File: src/mlse_pkg.sv
// Shared types and codes for the multi-list store engine.
`default_nettype none

package mlse_pkg;

  // Operation codes of an input word.
  typedef enum logic [2:0] {
    OP_CREATE      = 3'd0,
    OP_APPEND      = 3'd1,
    OP_POP         = 3'd2,
    OP_REMOVE      = 3'd3,
    OP_READ        = 3'd4,
    OP_READ_SORTED = 3'd5
  } op_e;

  // Status codes of a result word.
  typedef enum logic [3:0] {
    ST_OK        = 4'd0,
    ST_BAD_POS   = 4'd1,
    ST_BAD_SIZE  = 4'd2,
    ST_EXISTS    = 4'd3,
    ST_NONE      = 4'd4,
    ST_FULL      = 4'd5,
    ST_EMPTY     = 4'd6,
    ST_NOT_FOUND = 4'd7,
    ST_NO_MEM    = 4'd8
  } st_e;

  // What the held input word needs after the checks.
  typedef enum logic [2:0] {
    KIND_SKIP,
    KIND_SINGLE,
    KIND_REMOVE,
    KIND_READ,
    KIND_SORT
  } kind_e;

  // Source of an emitted result word.
  typedef enum logic [1:0] {
    EMIT_NONE,
    EMIT_CODE,
    EMIT_ELEM,
    EMIT_BEST
  } emit_e;

  typedef struct packed {
    logic [2:0]         op;
    logic [3:0]         list_number;
    logic signed [31:0] value;
    logic [15:0]        size;
  } in_word_t;

  typedef struct packed {
    logic [3:0]         status;
    logic signed [31:0] data;
    logic               has_data;
    logic               last;
  } out_word_t;

  // Commands from the controller to the datapath.
  typedef struct packed {
    logic  latch;
    logic  commit;
    logic  idx_clr;
    logic  idx_inc;
    logic  pass_clr;
    logic  pass_inc;
    logic  mem_rd;
    logic  shift_wr;
    logic  dec_fill;
    logic  best_clr;
    logic  best_eval;
    logic  prev_upd;
    emit_e emit;
    st_e   code;
  } cmd_t;

  // Status from the datapath to the controller.
  typedef struct packed {
    kind_e kind;
    st_e   code;
    logic  idx_last;
    logic  pass_last;
    logic  match;
    logic  out_free;
  } sts_t;

endpackage

`default_nettype wire

File: src/mlse_ctrl.sv
// Controller: state machine that sequences checks, searches, shifts and readouts.
`default_nettype none

module mlse_ctrl (
  input  wire             clk_i,
  input  wire             rst_ni,
  input  wire             in_valid_i,
  output logic            in_stall_o,
  input  mlse_pkg::sts_t  sts_i,
  output mlse_pkg::cmd_t  cmd_o
);

  typedef enum logic [3:0] {
    S_IDLE,
    S_CHECK,
    S_RM_RD,
    S_RM_CMP,
    S_SH_RD,
    S_SH_WR,
    S_RD_RD,
    S_RD_OUT,
    S_SR_RD,
    S_SR_CMP,
    S_SR_OUT,
    S_EMIT
  } state_e;

  state_e        state_q, state_d;
  mlse_pkg::st_e res_q, res_d;

  assign in_stall_o = (state_q != S_IDLE);

  // Next state and commands.
  always_comb begin
    cmd_o   = '0;
    state_d = state_q;
    res_d   = res_q;
    unique case (state_q)
      S_IDLE: begin
        if (in_valid_i) begin
          cmd_o.latch = 1'b1;
          state_d     = S_CHECK;
        end
      end
      S_CHECK: begin
        case (sts_i.kind)
          mlse_pkg::KIND_SINGLE: begin
            if (sts_i.out_free) begin
              cmd_o.commit = 1'b1;
              cmd_o.emit   = mlse_pkg::EMIT_CODE;
              cmd_o.code   = sts_i.code;
              state_d      = S_IDLE;
            end
          end
          mlse_pkg::KIND_REMOVE: begin
            cmd_o.idx_clr = 1'b1;
            state_d       = S_RM_RD;
          end
          mlse_pkg::KIND_READ: begin
            cmd_o.idx_clr = 1'b1;
            state_d       = S_RD_RD;
          end
          mlse_pkg::KIND_SORT: begin
            cmd_o.idx_clr  = 1'b1;
            cmd_o.pass_clr = 1'b1;
            cmd_o.best_clr = 1'b1;
            state_d        = S_SR_RD;
          end
          default: state_d = S_IDLE;
        endcase
      end
      S_RM_RD: begin
        cmd_o.mem_rd = 1'b1;
        state_d      = S_RM_CMP;
      end
      S_RM_CMP: begin
        if (sts_i.match) begin
          if (sts_i.idx_last) begin
            cmd_o.dec_fill = 1'b1;
            res_d          = mlse_pkg::ST_OK;
            state_d        = S_EMIT;
          end else begin
            cmd_o.idx_inc = 1'b1;
            state_d       = S_SH_RD;
          end
        end else if (sts_i.idx_last) begin
          res_d   = mlse_pkg::ST_NOT_FOUND;
          state_d = S_EMIT;
        end else begin
          cmd_o.idx_inc = 1'b1;
          state_d       = S_RM_RD;
        end
      end
      S_SH_RD: begin
        cmd_o.mem_rd = 1'b1;
        state_d      = S_SH_WR;
      end
      S_SH_WR: begin
        cmd_o.shift_wr = 1'b1;
        if (sts_i.idx_last) begin
          cmd_o.dec_fill = 1'b1;
          res_d          = mlse_pkg::ST_OK;
          state_d        = S_EMIT;
        end else begin
          cmd_o.idx_inc = 1'b1;
          state_d       = S_SH_RD;
        end
      end
      S_RD_RD: begin
        cmd_o.mem_rd = 1'b1;
        state_d      = S_RD_OUT;
      end
      S_RD_OUT: begin
        if (sts_i.out_free) begin
          cmd_o.emit = mlse_pkg::EMIT_ELEM;
          if (sts_i.idx_last) begin
            state_d = S_IDLE;
          end else begin
            cmd_o.idx_inc = 1'b1;
            state_d       = S_RD_RD;
          end
        end
      end
      S_SR_RD: begin
        cmd_o.mem_rd = 1'b1;
        state_d      = S_SR_CMP;
      end
      S_SR_CMP: begin
        cmd_o.best_eval = 1'b1;
        if (sts_i.idx_last) begin
          state_d = S_SR_OUT;
        end else begin
          cmd_o.idx_inc = 1'b1;
          state_d       = S_SR_RD;
        end
      end
      S_SR_OUT: begin
        if (sts_i.out_free) begin
          cmd_o.emit     = mlse_pkg::EMIT_BEST;
          cmd_o.prev_upd = 1'b1;
          if (sts_i.pass_last) begin
            state_d = S_IDLE;
          end else begin
            cmd_o.pass_inc = 1'b1;
            cmd_o.idx_clr  = 1'b1;
            cmd_o.best_clr = 1'b1;
            state_d        = S_SR_RD;
          end
        end
      end
      S_EMIT: begin
        if (sts_i.out_free) begin
          cmd_o.emit = mlse_pkg::EMIT_CODE;
          cmd_o.code = res_q;
          state_d    = S_IDLE;
        end
      end
      default: state_d = S_IDLE;
    endcase
  end

  // State and registered result code.
  always_ff @(posedge clk_i or negedge rst_ni) begin
    if (!rst_ni) begin
      state_q <= S_IDLE;
      res_q   <= mlse_pkg::ST_OK;
    end else begin
      state_q <= state_d;
      res_q   <= res_d;
    end
  end

endmodule

`default_nettype wire

File: config.mk
export PLATFORM = sky130hd
export DESIGN_NAME = mlse_ctrl
export DESIGN_NICKNAME = d
export VERILOG_FILES = /design/src/mlse_pkg.sv /design/src/mlse_ctrl.sv
export SDC_FILE = /design/constraint.sdc
export NUM_CORES = 1
export LEC_CHECK = 0
export ABC_AREA = 1
export BUFFER_PORTS_ARGS = -buffer_cell sky130_fd_sc_hd__buf_4
export CORE_MARGIN = 2
export CORE_UTILIZATION = 43
export CTS_CLUSTER_DIAMETER = 200
export DETAILED_ROUTE_END_ITERATION = 8
export PLACE_DENSITY = 0.75
export SYNTH_ARGS = -nofsm -noshare
export SYNTH_HDL_FRONTEND = slang
export SYNTH_SLANG_ARGS = --single-unit
File: constraint.sdc
create_clock -name clk_i -period 1.37 [get_ports clk_i]
set_clock_uncertainty 0.2 [all_clocks]
set_input_delay 0.274 -clock clk_i [delete_from_list [all_inputs] [get_ports clk_i]]
set_output_delay 0.274 -clock clk_i [all_outputs]
set_load 0.01 [all_outputs]
==> results of run 1 <==
## through the flow
stage | cells | hold slack, ns
2_1_floorplan | 139 | -0.222
3_3_place_gp | 232 | -0.108
3_5_place_dp | 232 | -0.106
4_1_cts | 249 | 0.172
## timing repair
item                                    in CTS
buffers inserted                            20
endpoints found under the setup margin      27
hold buffers                                 1
pin swaps                                   19
endpoints found under the hold margin        8
gates resized for setup                     36
## Yosys cell counts
library cell / count
sky130_fd_sc_hd__nor2_1: 19
sky130_fd_sc_hd__o21ai_1: 2
sky130_fd_sc_hd__nand3_1: 10
sky130_fd_sc_hd__a21oi_2: 1
sky130_fd_sc_hd__nand2_1: 46
sky130_fd_sc_hd__o21ai_0: 8
sky130_fd_sc_hd__or2_1: 1
sky130_fd_sc_hd__nor2_4: 2
sky130_fd_sc_hd__dfrtp_1: 8
sky130_fd_sc_hd__inv_2: 4
sky130_fd_sc_hd__a21oi_1: 3
sky130_fd_sc_hd__inv_1: 17
sky130_fd_sc_hd__o31ai_2: 1
sky130_fd_sc_hd__a211oi_1: 1
sky130_fd_sc_hd__nor2_2: 2
sky130_fd_sc_hd__bufbuf_16: 1
sky130_fd_sc_hd__nand2_2: 7
sky130_fd_sc_hd__nand3b_1: 1
sky130_fd_sc_hd__nor3_1: 2
sky130_fd_sc_hd__o21a_1: 1
sky130_fd_sc_hd__buf_2: 1
sky130_fd_sc_hd__nand4_1: 1
## cells by family after synthesis
group                  after synthesis
AOI/OAI and AO/OA                   17
buffers and inverters               23
and+or+nand+nor                     91
DFF                                  8
==> summary.log, run 1 <==
INFO  yosys          synthesis.nets=153
INFO  die            dieWidth=47.7µm
INFO  clocking       clock_sinks=8
INFO  die            die_height=47.7µm
INFO  yosys          synth_xor_xnor_area_share=0%
INFO  yosys          post_synth_mux_area_share=0%
INFO  clocking       root_buffer=sky130_fd_sc_hd__clkbuf_4
INFO  sta            worst-endpoint-pin-kind=output port
INFO  placed_design  placed_area=1440µm²
INFO  placed_design  hpwl=2450µm
INFO  clocking       cts-htree-levels=1
INFO  yosys          ys_seq_area_share=24.4%
INFO  yosys          complex_gate_fraction_of_the_synthesized_area=12.3%
INFO  yosys          combinational_family_with_the_most_area_after_synthesis=simple AND/OR/NAND/NOR gates
INFO  placed_design  port-buffer-count=32
INFO  yosys          synth.distinct_cells=22
INFO  yosys          synth-seq-cells=8
INFO  yosys          synthSimpleGateAreaFrac=49.1%
INFO  clocking       tritoncts_buffer_count=3
INFO  die            starting_density=46.5%
INFO  yosys          synthTopCellsByArea=sky130_fd_sc_hd__dfrtp_1 24%, sky130_fd_sc_hd__nand2_1 21%, sky130_fd_sc_hd__nor2_1 8.7%, sky130_fd_sc_hd__inv_1 7.8%, sky130_fd_sc_hd__nand3_1 6.1%
INFO  grt            grt_start_max_net_pins=9
INFO  placed_design  post-place-ws=-0.370ns
INFO  placed_design  place.gp.congestion=0.935
INFO  sta            worst_ep_grt=cmd_o[3]
INFO  yosys          synth_fa_ha_area_share=0%
INFO  yosys          synth.cell_area=821µm²
INFO  clocking       cts-root-to-sink-buffers=2
INFO  outcome        run_status=aborted with a tool error
INFO  yosys          ys.warnings.count=0
INFO  yosys          yosys.area.top_type_share=24.4%
INFO  yosys          yosys.area.top_type=sky130_fd_sc_hd__dfrtp_1
INFO  die            top_level_ports=33
INFO  yosys          syn-mean-instance-area=5.90µm²
INFO  die            std_cell_rows=15
INFO  yosys          syn_inst=139
INFO  outcome        failed_stage=5_1_grt
INFO  outcome        first_error_message=[ERROR DPL-0038] Utilization greater than 100%, impossible to legalize
==> run 2, diff against run 1 <==
--- a/config.mk
+++ b/config.mk
@@ -7,11 +7,10 @@
 export LEC_CHECK = 0
 export ABC_AREA = 1
 export BUFFER_PORTS_ARGS = -buffer_cell sky130_fd_sc_hd__buf_4
-export CORE_MARGIN = 2
-export CORE_UTILIZATION = 43
-export CTS_CLUSTER_DIAMETER = 200
+export CORE_AREA = 2 2 63 65
 export DETAILED_ROUTE_END_ITERATION = 8
-export PLACE_DENSITY = 0.75
+export DIE_AREA = 0 0 65 67
+export PLACE_DENSITY_LB_ADDON = 0.15
 export SYNTH_ARGS = -nofsm -noshare
 export SYNTH_HDL_FRONTEND = slang
 export SYNTH_SLANG_ARGS = --single-unit
==> constraint.sdc (replaced) <==
create_clock -name clk_i -period 1.8 [get_ports clk_i]
set_clock_uncertainty 0.2 [all_clocks]
set_input_delay 0.36 -clock clk_i [delete_from_list [all_inputs] [get_ports clk_i]]
set_output_delay 0.36 -clock clk_i [all_outputs]
set_load 0.01 [all_outputs]
==> summary.log, run 2 <==
INFO  cells_and_area layout_top_registers=res_q x4, state_q x4
INFO  sta            grt_setup_unrepaired=true
INFO  sta            timing.fmax=498MHz
INFO  clocking       root_buffer=sky130_fd_sc_hd__clkbuf_8
INFO  yosys          synth_ff_type=sky130_fd_sc_hd__dfrtp_1
INFO  worst_setup_path cp_launch_type=flop
INFO  die            starting_density=22.8%
INFO  yosys          ys.warnings.count=0
INFO  grt            grtUsageTotal=13.9%
INFO  outcome        run_status=finished with violations
INFO  die            top_level_ports=33
INFO  cells_and_area finish.net_count=224
INFO  sta            number_of_pins_exceeding_their_max_slew_limit_in_the_final_report=0
INFO  clocking       clock_sinks=8
INFO  die            total_die_area=4360µm²
INFO  sta            layout_min_cycle_time=2.01ns
INFO  grt            grt_pass1_wl=4620µm
INFO  yosys          syn_inst=139
INFO  die            die_height=67µm
INFO  clocking       worstSkewPairLatency=0.22ns
INFO  route          drc_errors=0
INFO  cells_and_area layout_commonest_cell=sky130_fd_sc_hd__buf_4
INFO  power          seq_power_share=17.1%
INFO  power          clkPwrFrac=9.9%
INFO  worst_setup_path r2r_start=state_q[3]$_DFFE_PN0P_
INFO  cells_and_area fin_util=45.4%
INFO  sta            hold-worst-slack=0.295ns
INFO  worst_setup_path setup.reg_to_reg.worst_slack=0.11ns
INFO  worst_setup_path crit_fanout=5
INFO  cells_and_area insertedDiodeCount=0
INFO  die            placeableCoreArea=3610µm²
INFO  grt            grt_overflow_total=0
INFO  yosys          yosys.area.top_type_share=24.4%
INFO  sta            setup_viol=17
INFO  worst_setup_path ff2ff_path_depth=12
INFO  flow_run       max-cap-violations=0
INFO  yosys          synth-seq-cells=8
INFO  placed_design  post-place-ws=-0.0702ns
INFO  yosys          commonest_cells_in_the_synthesized_netlist=46 x sky130_fd_sc_hd__nand2_1, 19 x sky130_fd_sc_hd__nor2_1, 17 x sky130_fd_sc_hd__inv_1
INFO  placed_design  port-buffer-count=32
INFO  yosys          syn-mean-instance-area=5.90µm²
INFO  cells_and_area layout.cells.most_common_list=54 x sky130_fd_sc_hd__buf_4, 33 x sky130_fd_sc_hd__nand2_1, 14 x sky130_fd_sc_hd__nand2_2
INFO  clocking       worst_setup_hold_path_clk_slew=0.04ns
INFO  die            std_cell_rows=22
INFO  power          cellLeakagePower=0.875nW
INFO  yosys          synthTopCellsByArea=sky130_fd_sc_hd__dfrtp_1 24%, sky130_fd_sc_hd__nand2_1 21%, sky130_fd_sc_hd__nor2_1 8.7%, sky130_fd_sc_hd__inv_1 7.8%, sky130_fd_sc_hd__nand3_1 6.1%
INFO  placed_design  place.gp.congestion=0.850
INFO  route          wl_per_cell=11.4µm
INFO  sta            final.period_utilization=111%
INFO  power          switching_power=926µW
INFO  cells_and_area area_growth_syn_to_layout=99.2%
INFO  clocking       cts-root-to-sink-buffers=2
INFO  yosys          synth.cell_area=821µm²
INFO  placed_design  hpwl=2210µm
INFO  worst_setup_path cp_data_arrival_time=1.45ns
INFO  yosys          synthesis.nets=153
INFO  die            dieWidth=65µm
INFO  clocking       cts_tree=built
INFO  route          ant_nets=0
INFO  outcome        violated_checks=setup timing
INFO  yosys          yosys.area.top_type=sky130_fd_sc_hd__dfrtp_1
INFO  sta            max_slew.worst_pin.slew=0.315ns
INFO  yosys          ys_async_sr_fraction=100%
INFO  worst_setup_path critPathCaptureType=output port
INFO  power          cellPowerDensity=1280nW/µm²
INFO  cells_and_area filler_cell_count=376
INFO  yosys          synth-edff-count=0
INFO  route          vias_per_cell=4.25
INFO  power          irDropWorstVdd=0.456mV
INFO  grt            initial_antenna_violation_count=0
INFO  power          power.internal=1.16mW
INFO  min_path       hold_class=primary input to asynchronous set/reset pin
INFO  route          detailroute.via_count=1,087
INFO  power          share_comb_of_total_power=73.0%
INFO  sta            postLayoutSetupSlackWorst=-0.207ns
INFO  worst_setup_path worstSetupPathType=flop to output port
INFO  clocking       cts-htree-levels=1
INFO  grt            grt_start_max_net_pins=9
INFO  sta            hold_violations=0
INFO  yosys          synth.distinct_cells=22
INFO  worst_setup_path critPathRequiredTime=1.24ns
INFO  grt            number_of_global_route_vias_before_repair=1,036
INFO  yosys          yosys.cell_count.top_type=sky130_fd_sc_hd__nand2_1
INFO  route          detailedRoute.firstIterationViolations=41
INFO  power          design_power_total=2.09mW
INFO  cells_and_area post_route_cells_drive_above_1_share=59.6%
INFO  power          switching_share=44.4%
INFO  clocking       tritoncts_buffer_count=3
INFO  sta            timing.slew.headroom=78.8%
INFO  route          route.final.wire_length=2910µm
INFO  route          drt_pre_antenna_iters=4
INFO  worst_setup_path worst_r2r_endpoint=state_q[3]$_DFFE_PN0P_
INFO  yosys          ys_seq_area_share=24.4%
## run 2: cell counts after synthesis
No cell type changed its count.
## run 2: logic make-up (layout without fill, tap and decap cells)
group	after synthesis	count (layout)	synth area share, %
and+or+nand+nor	91	91	49.1
AOI/OAI and AO/OA	17	17	12.3
DFF	8	8	24.4
buffers and inverters	23	92	14.2
## run 2: area by class of cell
cell class | instances | area [µm²] | share of cell area [%]
inverter | 21 | 88.8 | 5.43
timing repair buffer | 68 | 571 | 34.9
clock buffer | 3 | 41.3 | 2.52
multi-input combinational | 108 | 671 | 41.0
sequential | 8 | 204 | 12.5
tap | 48 | 60.1 | 3.67
## run 2: metal layers
metal  up-vias  share of wire [%]  track usage [%]
li1        571                  -                -
met3         2                3.1             2.70
met2        19                 52             23.3
met5         -                  0                0
met4         0               0.55             3.99
met1       495                 44             17.9
## run 2: critical path, stage by stage, from the launching register on
cell and delay, ns:
sky130_fd_sc_hd__dfrtp_2 0.45, sky130_fd_sc_hd__inv_2 0.10, sky130_fd_sc_hd__nand2_4 0.07, sky130_fd_sc_hd__nor2_4 0.12, sky130_fd_sc_hd__nand3_2 0.11, sky130_fd_sc_hd__inv_4 0.12
sky130_fd_sc_hd__nand2_2 0.06, sky130_fd_sc_hd__o21ai_2 0.05, sky130_fd_sc_hd__buf_4 0.13
## run 2: how the worst max path moves through the flow
stage,from,to,slack [ns],cells past startpoint
after CTS,state_q[1]$_DFFE_PN0P_,cmd_o[1],-0.19,8
after floorplan,state_q[3]$_DFFE_PN0P_,cmd_o[15],0.03,4
final,state_q[1]$_DFFE_PN0P_,cmd_o[3],-0.21,8
after global placement,sts_i[9],cmd_o[3],-0.04,7
after detailed placement,state_q[1]$_DFFE_PN0P_,cmd_o[1],-0.07,5
after global routing,state_q[1]$_DFFE_PN0P_,cmd_o[1],-0.28,8
## run 2: power groups by stage
stage / sequential (mW) / combinational [mW] / clock (mW)
2_1_floorplan: 0.315 / 0.563 / 0
3_3_place_gp: 0.328 / 1.01 / 0
3_5_place_dp: 0.328 / 1.01 / 0
4_1_cts: 0.340 / 1.24 / 0.218
5_1_grt: 0.363 / 1.65 / 0.229
6_report: 0.356 / 1.52 / 0.207
## run 2: through the flow
step / area [µm²] / setup TNS [ns] / instances
after floorplan: 821 / 0 / 139
after global placement: 1230 / -0.149 / 237
after detailed placement: 1230 / -0.191 / 237
after CTS: 1430 / -2.13 / 248
after global routing: 1640 / -3.46 / 256
final: 1640 / -2.21 / 256
## run 2: repair_timing
item,4_1_cts,5_1_grt
hold endpoints to repair,8,0
pin swaps,8,15
hold buffers,1,0
buffers inserted,7,11
resized for setup,30,42
endpoints found under the setup margin,18,20
Note: power is estimated with default switching activity, not from simulation.
==> run 3, diff against run 2 <==
--- a/config.mk
+++ b/config.mk
@@ -10,7 +10,7 @@
 export CORE_AREA = 2 2 63 65
 export DETAILED_ROUTE_END_ITERATION = 8
 export DIE_AREA = 0 0 65 67
-export PLACE_DENSITY_LB_ADDON = 0.15
+export PLACE_DENSITY = 0.4
 export SYNTH_ARGS = -nofsm -noshare
 export SYNTH_HDL_FRONTEND = slang
 export SYNTH_SLANG_ARGS = --single-unit
==> summary.log, run 3 (synthesis results as in run 2) <==
INFO  outcome        run_status=finished with violations
INFO  outcome        violated_checks=setup timing
INFO  clocking       root_buffer=sky130_fd_sc_hd__clkbuf_8
INFO  worst_setup_path critPathRequiredTime=1.24ns
INFO  sta            number_of_pins_exceeding_their_max_slew_limit_in_the_final_report=0
INFO  route          drc_errors=0
INFO  worst_setup_path crit_fanout=5
INFO  cells_and_area insertedDiodeCount=0
INFO  power          design_power_total=2.13mW
INFO  cells_and_area finish.net_count=220
INFO  route          drt_pre_antenna_iters=4
INFO  worst_setup_path critPathCaptureType=output port
INFO  worst_setup_path cp_launch_type=flop
INFO  sta            hold_violations=0
INFO  sta            hold-worst-slack=0.290ns
INFO  route          detailroute.via_count=1,089
INFO  placed_design  place.detailed.instances=238
INFO  die            dieWidth=65µm
INFO  clocking       cts-root-to-sink-buffers=2
INFO  placed_design  place.gp.congestion=0.804
INFO  sta            setup_viol=16
INFO  min_path       hold_class=primary input to asynchronous set/reset pin
INFO  clocking       tritoncts_buffer_count=3
INFO  cells_and_area filler_cell_count=376
INFO  die            placeableCoreArea=3610µm²
INFO  placed_design  hpwl=2330µm
INFO  power          irDropWorstVdd=0.426mV
INFO  cells_and_area area_growth_syn_to_layout=95.3%
INFO  grt            grt_pass1_wl=4860µm
INFO  grt            grtUsageTotal=14.4%
INFO  grt            initial_antenna_violation_count=0
INFO  clocking       cts_tree=built
INFO  route          ant_nets=0
INFO  worst_setup_path worstSetupPathType=flop to output port
INFO  sta            grt_setup_unrepaired=true
INFO  power          cellPowerDensity=1330nW/µm²
INFO  placed_design  post-place-ws=-0.0469ns
INFO  route          wl_per_cell=11.9µm
INFO  die            std_cell_rows=22
INFO  clocking       clock_sinks=8
INFO  worst_setup_path cp_data_arrival_time=1.44ns
INFO  die            total_die_area=4360µm²
INFO  route          route.final.wire_length=3000µm
INFO  cells_and_area layoutNonFillerInstCount=252
INFO  clocking       worstSkewPairLatency=0.23ns
INFO  worst_setup_path timing.critical_path.slowest_cell_delay=0.46ns
INFO  die            top_level_ports=33
INFO  flow_run       max-cap-violations=0
INFO  grt            grt_start_max_net_pins=9
INFO  grt            number_of_global_route_vias_before_repair=1,060
INFO  sta            timing.setup.tns=-2.21ns
INFO  sta            layout_min_cycle_time=2.00ns
INFO  route          vias_per_cell=4.32
INFO  worst_setup_path crit_chain=inv_2 -> nand2_4 -> nor2_4 -> nand3_2 -> inv_4 -> nand2_1 -> o21ai_1 -> buf_4
INFO  die            starting_density=22.8%
INFO  sta            timing.slew.headroom=78.1%
INFO  clocking       cts-htree-levels=1
INFO  placed_design  port-buffer-count=32
INFO  cells_and_area layout_top_registers=res_q x4, state_q x4
INFO  sta            timing.fmax=501MHz
INFO  cells_and_area finish.instance_area=1600µm²
INFO  cells_and_area fin_util=44.4%
INFO  power          cellLeakagePower=0.839nW
INFO  sta            postLayoutSetupSlackWorst=-0.196ns
INFO  placed_design  placed_area=1240µm²
INFO  die            die_height=67µm
INFO  clocking       worst_setup_hold_path_clk_slew=0.04ns
INFO  sta            max_slew.worst_pin.slew=0.326ns
INFO  sta            final.period_utilization=111%
INFO  route          detailedRoute.firstIterationViolations=38
INFO  grt            grt_overflow_total=0
INFO  cells_and_area layout_commonest_cell=sky130_fd_sc_hd__buf_4
INFO  worst_setup_path library_cell_contributing_the_largest_single_delay_on_the_critical_path=sky130_fd_sc_hd__dfrtp_2
INFO  cells_and_area layout.cells.most_common_list=51 x sky130_fd_sc_hd__buf_4, 34 x sky130_fd_sc_hd__nand2_1, 14 x sky130_fd_sc_hd__inv_1, 14 x sky130_fd_sc_hd__nand2_2, 12 x sky130_fd_sc_hd__buf_6
INFO  cells_and_area post_route_cells_drive_above_1_share=58.8%
## run 3: cell count changes in the layout (fill, tap and decap cells not counted), moves of 2 or more
cell                      previous run  this run
sky130_fd_sc_hd__o21ai_1             3         5
sky130_fd_sc_hd__nand3_2             1         3
sky130_fd_sc_hd__nor2_1             13        11
sky130_fd_sc_hd__o21ai_2             4         2
sky130_fd_sc_hd__inv_1              12        14
sky130_fd_sc_hd__nand3_1             8         6
sky130_fd_sc_hd__buf_4              54        51
## run 3: final cells by class
| type | instances | area, µm² | share of cell area, % |
|---|---|---|---|
| well taps | 48 | 60.1 | 3.75 |
| inverters | 21 | 86.3 | 5.39 |
| multi-input cells | 108 | 682 | 42.5 |
| repair buffers | 64 | 528 | 32.9 |
| flip-flops and latches | 8 | 205 | 12.8 |
| clock buffers | 3 | 41.3 | 2.58 |
## run 3: power breakdown
part	total (mW)	leakage [nW]	switching (mW)	internal [mW]
clock	0.213	0.0216	0.0687	0.145
combinational	1.56	0.720	0.795	0.763
sequential	0.362	0.0971	0.0957	0.266
## run 3: final timing paths
kind	from	end	slack [ns]	cells after the start
setup reg to reg	state_q[3]$_DFFE_PN0P_	state_q[0]$_DFFE_PN0P_	0.15	12
setup / recovery	state_q[1]$_DFFE_PN0P_	cmd_o[3]	-0.20	8
min in group clk_i	res_q[3]$_DFFE_PN0P_	res_q[3]$_DFFE_PN0P_	0.30	2
max in group asynchronous	rst_ni	state_q[2]$_DFFE_PN0P_	0.97	2
hold reg to reg	res_q[3]$_DFFE_PN0P_	res_q[3]$_DFFE_PN0P_	0.30	2
hold / removal	rst_ni	state_q[1]$_DFFE_PN0P_	0.29	2
## run 3: timing repair
action | in CTS | in global routing
endpoints found under the hold margin | 8 | 0
hold buffers | 1 | 0
pin swaps | 9 | 10
endpoints found under the setup margin | 19 | 19
resized for setup | 44 | 28
buffers inserted | 9 | 1
## run 3: layer usage
layer | wire length, µm | share of wire (%) | track usage (%) | vias to the layer above
li1 | - | - | - | 564
met1 | 1320 | 44 | 18.5 | 506
met2 | 1580 | 53 | 25.0 | 19
met3 | 100 | 3.3 | 3.38 | 0
met4 | 0 | 0 | 2.39 | 0
met5 | 0 | 0 | 0 | -
## run 3: critical path: cells and delay by family (launching register included)
family	cells	cell delay (ns)
DFF	1	0.46
and+or+nand+nor	4	0.35
buffers and inverters	3	0.34
AOI/OAI and AO/OA	1	0.07
